$ cat config.mk
export PLATFORM = sky130hd
export DESIGN_NAME = swmn_ctrl
export DESIGN_NICKNAME = d
export VERILOG_FILES = /design/src/hdl/swmn_pkg.sv /design/src/hdl/swmn_ctrl.sv
export SDC_FILE = /design/constraint.sdc
export NUM_CORES = 1
export LEC_CHECK = 0
export CORE_AREA = 3 3 40 42
export DETAILED_ROUTE_END_ITERATION = 10
export DIE_AREA = 0 0 43 45
export DONT_BUFFER_PORTS = 1
export SLEW_MARGIN = 40
export SYNTH_ARGS = -nofsm -noshare
export SYNTH_HDL_FRONTEND = slang
export SYNTH_SLANG_ARGS = --single-unit
$ cat constraint.sdc
create_clock -name i_clk -period 1.4 [get_ports i_clk]
set_clock_uncertainty 0.05 [all_clocks]
set_input_delay 0.42 -clock i_clk [delete_from_list [all_inputs] [get_ports i_clk]]
set_output_delay 0.42 -clock i_clk [all_outputs]
set_load 0.03 [all_outputs]
$ cat src/hdl/swmn_pkg.sv
// ============================================================================
// swmn_pkg
// Shared constants, reciprocal table and controller/datapath bundles for the
// sliding window mean normalizer.
// ============================================================================
package swmn_pkg;

    localparam int unsigned FRAME_DIM_DEF   = 8;
    localparam int unsigned WINDOW_MAX_DEF  = 100;
    localparam int unsigned HOLD_FRAMES_DEF = 7;

    localparam int unsigned COEFF_W    = 24;
    localparam int unsigned NORM_W     = 25;
    localparam int unsigned SUM_W      = 40;
    localparam int unsigned MEAN_W     = 32;
    localparam int unsigned FCNT_W     = 32;
    localparam int unsigned RECIP_W    = 25;
    localparam int unsigned RECIP_LEN  = 100;
    localparam int unsigned RECIP_FRAC = 24;
    localparam int unsigned Q_SHIFT    = 4;

    localparam int unsigned CFG_IDX_W  = 3;
    localparam int unsigned CFG_DATA_W = 7;

    localparam logic [CFG_IDX_W-1:0] CFG_WINDOW  = 3'd0;
    localparam logic [CFG_IDX_W-1:0] CFG_START   = 3'd1;
    localparam logic [CFG_IDX_W-1:0] CFG_LSEEK   = 3'd2;
    localparam logic [CFG_IDX_W-1:0] CFG_MFLUSH  = 3'd3;
    localparam logic [CFG_IDX_W-1:0] CFG_PUPDATE = 3'd4;
    localparam logic [CFG_IDX_W-1:0] CFG_SMOOTH  = 3'd5;

    // Q24 reciprocals of 1..100
    localparam logic [RECIP_W-1:0] RECIP_TAB [RECIP_LEN] = '{
        25'd16777216, 25'd8388608, 25'd5592405, 25'd4194304, 25'd3355443,
        25'd2796203, 25'd2396745, 25'd2097152, 25'd1864135, 25'd1677722,
        25'd1525201, 25'd1398101, 25'd1290555, 25'd1198373, 25'd1118481,
        25'd1048576, 25'd986895, 25'd932068, 25'd883011, 25'd838861,
        25'd798915, 25'd762601, 25'd729444, 25'd699051, 25'd671089,
        25'd645278, 25'd621378, 25'd599186, 25'd578525, 25'd559241,
        25'd541201, 25'd524288, 25'd508400, 25'd493448, 25'd479349,
        25'd466034, 25'd453438, 25'd441506, 25'd430185, 25'd419430,
        25'd409200, 25'd399458, 25'd390168, 25'd381300, 25'd372827,
        25'd364722, 25'd356962, 25'd349525, 25'd342392, 25'd335544,
        25'd328965, 25'd322639, 25'd316551, 25'd310689, 25'd305040,
        25'd299593, 25'd294337, 25'd289262, 25'd284360, 25'd279620,
        25'd275036, 25'd270600, 25'd266305, 25'd262144, 25'd258111,
        25'd254200, 25'd250406, 25'd246724, 25'd243148, 25'd239675,
        25'd236299, 25'd233017, 25'd229825, 25'd226719, 25'd223696,
        25'd220753, 25'd217886, 25'd215093, 25'd212370, 25'd209715,
        25'd207126, 25'd204600, 25'd202135, 25'd199729, 25'd197379,
        25'd195084, 25'd192842, 25'd190650, 25'd188508, 25'd186414,
        25'd184365, 25'd182361, 25'd180400, 25'd178481, 25'd176602,
        25'd174763, 25'd172961, 25'd171196, 25'd169467, 25'd167772
    };

    typedef struct packed {
        logic in_data;   // data coefficient taken
        logic fill;      // zero-fill short frame
        logic wprep;     // window pointer update
        logic wrd;       // read new and oldest coefficient
        logic wsum;      // running sum update
        logic mlo;       // low partial product
        logic mhi;       // high partial product
        logic wmean;     // mean write
        logic decide;    // release decision
        logic flush;     // flush command
        logic rld;       // load output register
        logic rel_rd;    // release read address select
        logic dim_clr;
        logic dim_inc;
        logic pop;       // retire oldest held frame
    } t_cmd;

    typedef struct packed {
        logic idx_full;
        logic dim_last;
        logic rel_req;
        logic rel_more;
        logic cnt_zero;
    } t_sts;

endpackage

$ cat src/hdl/swmn_ctrl.sv
// ============================================================================
// swmn_ctrl
// Sequencer: coefficient intake, window update per dimension, release loop.
// ============================================================================
module swmn_ctrl
    import swmn_pkg::*;
(
    input  logic i_clk,
    input  logic i_rst_n,
    input  logic i_in_valid,
    input  logic i_command,
    input  logic i_frame_end,
    input  logic i_out_ready,
    input  t_sts i_sts,
    output t_cmd o_cmd,
    output logic o_in_ready,
    output logic o_out_valid
);

    localparam logic [3:0] S_IDLE   = 4'd0;
    localparam logic [3:0] S_FILL   = 4'd1;
    localparam logic [3:0] S_WPREP  = 4'd2;
    localparam logic [3:0] S_WRD    = 4'd3;
    localparam logic [3:0] S_WSUM   = 4'd4;
    localparam logic [3:0] S_MLO    = 4'd5;
    localparam logic [3:0] S_MHI    = 4'd6;
    localparam logic [3:0] S_WMEAN  = 4'd7;
    localparam logic [3:0] S_DECIDE = 4'd8;
    localparam logic [3:0] S_FLUSH  = 4'd9;
    localparam logic [3:0] S_RCHK   = 4'd10;
    localparam logic [3:0] S_RRD    = 4'd11;
    localparam logic [3:0] S_RLD    = 4'd12;
    localparam logic [3:0] S_ROUT   = 4'd13;

    logic [3:0] r_state, n_state;

    always_ff @(posedge i_clk) begin
        if (!i_rst_n) begin
            r_state <= S_IDLE;
        end else begin
            r_state <= n_state;
        end
    end

    always_comb begin
        n_state     = r_state;
        o_cmd       = '0;
        o_in_ready  = 1'b0;
        o_out_valid = 1'b0;
        unique case (r_state)
            S_IDLE: begin
                o_in_ready = 1'b1;
                if (i_in_valid) begin
                    o_cmd.in_data = !i_command;
                    if (i_command) begin
                        n_state = S_FLUSH;
                    end else if (i_frame_end) begin
                        n_state = S_FILL;
                    end
                end
            end
            S_FILL: begin
                o_cmd.fill = 1'b1;
                if (i_sts.idx_full) begin
                    n_state = S_WPREP;
                end
            end
            S_WPREP: begin
                o_cmd.wprep   = 1'b1;
                o_cmd.dim_clr = 1'b1;
                n_state       = S_WRD;
            end
            S_WRD: begin
                o_cmd.wrd = 1'b1;
                n_state   = S_WSUM;
            end
            S_WSUM: begin
                o_cmd.wsum = 1'b1;
                n_state    = S_MLO;
            end
            S_MLO: begin
                o_cmd.mlo = 1'b1;
                n_state   = S_MHI;
            end
            S_MHI: begin
                o_cmd.mhi = 1'b1;
                n_state   = S_WMEAN;
            end
            S_WMEAN: begin
                o_cmd.wmean = 1'b1;
                if (i_sts.dim_last) begin
                    n_state = S_DECIDE;
                end else begin
                    o_cmd.dim_inc = 1'b1;
                    n_state       = S_WRD;
                end
            end
            S_DECIDE: begin
                o_cmd.decide = 1'b1;
                n_state      = S_RCHK;
            end
            S_FLUSH: begin
                o_cmd.flush = 1'b1;
                n_state     = S_RCHK;
            end
            S_RCHK: begin
                o_cmd.dim_clr = 1'b1;
                o_cmd.rel_rd  = 1'b1;
                n_state = (i_sts.rel_req && !i_sts.cnt_zero) ? S_RRD : S_IDLE;
            end
            S_RRD: begin
                o_cmd.rel_rd = 1'b1;
                n_state      = S_RLD;
            end
            S_RLD: begin
                o_cmd.rld = 1'b1;
                n_state   = S_ROUT;
            end
            S_ROUT: begin
                o_out_valid = 1'b1;
                if (i_out_ready) begin
                    if (!i_sts.dim_last) begin
                        o_cmd.dim_inc = 1'b1;
                        n_state       = S_RRD;
                    end else begin
                        o_cmd.pop     = 1'b1;
                        o_cmd.dim_clr = 1'b1;
                        n_state = i_sts.rel_more ? S_RRD : S_IDLE;
                    end
                end
            end
            default: begin
                n_state = S_IDLE;
            end
        endcase
    end

endmodule

# Yosys cells after proc, flatten, opt, wreduce, memory -nomap -nowiden
# Index checks and enable logic that the tools add are counted.
[totals] reg_bits=4 in_bits=11 output_inout_bits=17 wordCells=57
[op_classes] eq_ne=17 mux=31 reduce_logical=8
[ops] operator="4-bit one-hot mux with 13 select lines" n=1
[ops] operator="4-bit 2-to-1 mux" n=9
[ops] operator="4-bit == test (second input constant)" n=6
[ops] operator="1-bit 2-to-1 mux" n=18
[ops] operator="4-bit by 3-bit == test with 1-bit output (second input constant)" n=4
[ops] operator="4-bit by 2-bit == test with 1-bit output (second input constant)" n=2
[ops] operator="2-bit inequality test (second input constant)" n=3
[ops] operator="2-bit OR reduction" n=3
[ops] operator="4-bit by 1-bit == test with 1-bit output (second input constant)" n=1
[ops] operator="4-bit logical NOT" n=1
[ops] operator="1-bit one-hot mux with 2 select lines" n=2
[ops] operator="4-bit AND reduction" n=1
[ops] operator="3-bit 2-to-1 mux" n=1
[ops] operator="3-bit inequality test (second input constant)" n=1
[ops] operator="1-bit logical NOT" n=2
[ops] operator="1-bit logical AND" n=1

# Longest topological paths before layout
[depth] word_depth=4 ltp_mapped=5 mapped_depth_nobuf=4

# Worst setup path after synthesis
# No wires, ideal clock.
[synth_timing] kind="register to output" start="register r_state[3]" end="output port o_cmd[14] (netlist name)" arrival_time_ns=1.573 t_required_ns=0.930 path_slack_ns=-0.643 stages_incl_launch_ff=4 n_path_buf=1 path_cell_list="dfxtp_1 > buf_4 > nor4_2 > and3b_1"
[synth_lines] item="start: declaration" line_no="swmn_ctrl.sv:35" rtl="logic [3:0] r_state, n_state;"
[synth_lines] item="start signal: assignment" line_no="swmn_ctrl.sv:41" rtl="r_state <= n_state;"
[synth_lines] item="end: declaration" line_no="swmn_ctrl.sv:15" rtl="output t_cmd o_cmd,"

==> Implementation_results.wiki <==
{| class="wikitable"
! Metric !! Value
|-
| Status || complete, but fails checks
|-
| Violated checks || setup timing
|-
| Leading area contributor after synthesis || sky130_fd_sc_hd__dfxtp_1
|-
| Hold crit path type || in2reg
|-
| Design Area, Final || 0.00117 mm²
|-
| Type of the worst setup path || reg2out
|-
| R2r worst-path depth || 6
|-
| Series of cell instances along the critical path || buf_6 -> nor4_4 -> and3b_2
|-
| Vias in the first global route || 740
|-
| H-tree depth reported by CTS || 1
|-
| Areal power density over the cells || 1830 mW/mm²
|-
| Clock-pin slew reported for the worst setup and hold paths after clock tree synthesis || 0.05 ns
|-
| Worst slack on hold paths || 0.290 ns
|-
| Relative contribution of combinational cells to total power || 80.5%
|-
| Mean instance size in the synthesized netlist || 7.28 µm²
|-
| TritonRoute pass-1 iters || 4
|-
| Total of max-cap violations || 0
|-
| Longest individual stage delay on the worst path || 0.36 ns
|-
| Top cell type's share of synthesized area || 15.5%
|-
| Height of the die || 45 µm
|-
| Synth Instances || 71
|-
| Required arrival time at the worst endpoint || 0.93 ns
|-
| Biggest register || r_state
|-
| Post-synthesis compound-gate area fraction || 32.4%
|-
| Row count || 13
|-
| CTS Root Buffer Type || sky130_fd_sc_hd__clkbuf_4
|-
| Vias after detailed routing || 815
|-
| Fraction of layout instances using a drive strength above 1 || 77.2%
|-
| Fraction of synthesized area in multiplexers || 0%
|-
| Via/cell ratio || 6.32
|-
| Placer's final routability congestion estimate || 0.802
|-
| Number of hold-repair buffers added at the cts stage || 0
|-
| Parity-gate share of the synthesized area counting xor and xnor cells || 0%
|-
| Net switching component of the power || 1.08 mW
|-
| Detail Placement HPWL || 1420 µm
|-
| Inst Count DP || 111
|-
| Largest family of logic cells by synthesized area || simple AND/OR/NAND/NOR gates
|-
| Largest driver fanout on the critical path || 4
|-
| P_leak || 0.483 nW
|-
| Most repeated cell in the gate-level netlist after synthesis || sky130_fd_sc_hd__nand2_1
|-
| Min cycle time layout || 1.79 ns
|-
| Tcrit/Tclk final || 128%
|-
| Final core occ || 91.3%
|-
| Post-synth EDFFs || 0
|-
| Flop pwr share || 12.2%
|-
| Final Worst Setup Slack || -0.391 ns
|-
| ANT nets after route || 0
|-
| I/O Pins || 28
|-
| Worst Hold Depth || 1
|-
| Clock buffer count from CTS || 3
|-
| Net count, final || 127
|-
| Global Route Usage Sum || 25.0%
|-
| Cell with the biggest individual delay on the critical path || sky130_fd_sc_hd__dfxtp_4
|-
| Number of warnings printed during yosys synthesis || 0
|-
| Count of antenna diodes in the layout || 0
|-
| Violation count after the first detailed-routing iteration || 24
|-
| Post-placement cell area || 876 µm²
|-
| Number of distinct library cell variants in the gate-level netlist after synthesis || 33
|-
| Area Overhead vs Synth || 127%
|-
| Clock latency on the worst-skew pair || 0.24 ns
|-
| CTS tree || done
|-
| TritonCTS sink count || 4
|-
| Number of antenna violations at the first check in global routing || 0
|-
| Synthesized netlist net count || 82
|-
| Share of synthesized registers carrying an async set or reset || 0%
|-
| Number of buffer cells added on primary ports || 0
|-
| Slew margin rel. || 82.1%
|-
| #FFs+latches synth || 4
|-
| Clk network pwr share || 7.3%
|-
| Cell area after technology mapping || 517 µm²
|-
| Sequential cell area fraction in the yosys report || 15.5%
|-
| Cell types with the largest area share after synthesis || sky130_fd_sc_hd__dfxtp_1 15%, sky130_fd_sc_hd__nor3_1 5.8%, sky130_fd_sc_hd__nand2_1 5.1%
|-
| Maximum number of pins on one net before global-route repair || 9
|-
| Total die area || 0.00194 mm²
|-
| Fraction of the mapped netlist area in adder cells || 0%
|-
| VDD IR max || 1.34 mV
|-
| Slew at the pin closest to its max-slew limit || 0.267 ns
|-
| Primary flip-flop cell chosen by synthesis mapping || sky130_fd_sc_hd__dfxtp_1
|-
| Width of the die || 43 µm
|-
| Core Area || 0.00128 mm²
|-
| Setup TNS || -5.14 ns
|-
| Number of buffers on the longest clock path || 2
|-
| Highest clock rate || 558 MHz
|-
| Worst-case register-to-register setup slack || -0.13 ns
|-
| Buf/Inv on CP || 1
|-
| Max Transition Viols Final || 0
|-
| Global-route wire length before repair || 3530 µm
|-
| Worst setup EP type || primary output
|-
| Switch share || 50.2%
|-
| Total chip power || 2.15 mW
|-
| Launching element type of the critical path || flop
|-
| Starting density of the core || 40.2%
|-
| Crit-path leading delay family || simple AND/OR/NAND/NOR gates
|-
| Commonest cells post-synth || 7 x sky130_fd_sc_hd__nand2_1, 6 x sky130_fd_sc_hd__nor2_1, 6 x sky130_fd_sc_hd__nor3_1
|-
| Final setup viols || 20
|-
| Setup slack at placement || -0.208 ns
|-
| Area share of and/or/nand/nor cells after synthesis || 40.7%
|-
| Count of endpoints failing hold in the final timing report || 0
|-
| DRC violations left || 0
|-
| Avg WL per Cell || 22.5 µm
|-
| End of the worst register-to-register path || r_state[3]
|-
| Grt total ovfl || 0
|-
| Beginning of the worst register-to-register path || r_state[3]
|-
| RSZ-0062 raised after global routing || yes
|-
| Post-route insts no fill || 129
|-
| Flip-flop count of the largest register after layout || 4
|-
| Worst Hold Launch || i_rst_n
|-
| Int Power || 1.07 mW
|-
| Largest registers ranked by flip-flop count || r_state x4
|-
| Final Routed Wirelength || 2900 µm
|-
| Destination of the worst hold path || r_state[0]
|-
| Arrival time of the worst setup path || 1.32 ns
|}
==> power groups by stage <==
| stage | combinational (mW) | sequential, mW | clock [mW] |
|---|---|---|---|
| floorplan | 0.888 | 0.205 | 0 |
| global placement | 1.15 | 0.259 | 0 |
| detailed placement | 1.18 | 0.259 | 0 |
| CTS | 1.43 | 0.258 | 0.142 |
| global route | 1.81 | 0.265 | 0.170 |
| finish | 1.73 | 0.263 | 0.157 |
==> how the worst max path moves through the flow <==
stage | startpoint | to | cells after the start
global placement | r_state[2] | o_cmd[10] | 4
floorplan | r_state[2] | o_cmd[14] | 3
finish | r_state[3] | o_cmd[14] | 3
global route | r_state[3] | o_cmd[14] | 3
detailed placement | r_state[2] | o_cmd[10] | 4
CTS | r_state[1] | o_cmd[2] | 3
==> per-layer routing <==
| layer | part of all wire [%] | wire length [µm] | GRT usage (%) |
|---|---|---|---|
| met2 | 52 | 1520 | 45.2 |
| met5 | 0 | 0 | 0 |
| met1 | 36 | 1060 | 28.2 |
| met3 | 6.8 | 196 | 7.57 |
| met4 | 4.5 | 130 | 7.83 |
==> area by class of cell <==
class                           instances  area, µm²
Multi-Input combinational cell         57        609
Timing Repair Buffer                   46        413
Fill cell                              50        111
Sequential cell                         4       95.1
Clock buffer                            3       22.5
Tap cell                               15       18.8
Inverter                                4       15.0
==> what timing repair did <==
action	CTS	global route
pin swaps	14	8
setup endpoints to repair	20	20
resized for setup	28	16
buffers inserted	13	3
==> kinds of logic after synthesis <==
| kind of cell | Yosys count |
|---|---|
| compound gates | 21 |
| buf+inv | 10 |
| flops | 4 |
| simple gates | 36 |
==> layout by cell type, fill, tap and decap left out, types with 3 or more instances in the layout <==
cell,netlist,final
sky130_fd_sc_hd__clkbuf_4,0,3
sky130_fd_sc_hd__nor2_4,0,6
sky130_fd_sc_hd__buf_4,3,30
sky130_fd_sc_hd__nand2_4,0,3
sky130_fd_sc_hd__dfxtp_4,0,4
sky130_fd_sc_hd__inv_1,4,3
sky130_fd_sc_hd__buf_6,1,14
sky130_fd_sc_hd__a21oi_1,3,3
sky130_fd_sc_hd__nand2b_4,0,3
sky130_fd_sc_hd__o21ai_0,3,3
sky130_fd_sc_hd__nor3_4,0,4
(Power assumes the default switching activity.)
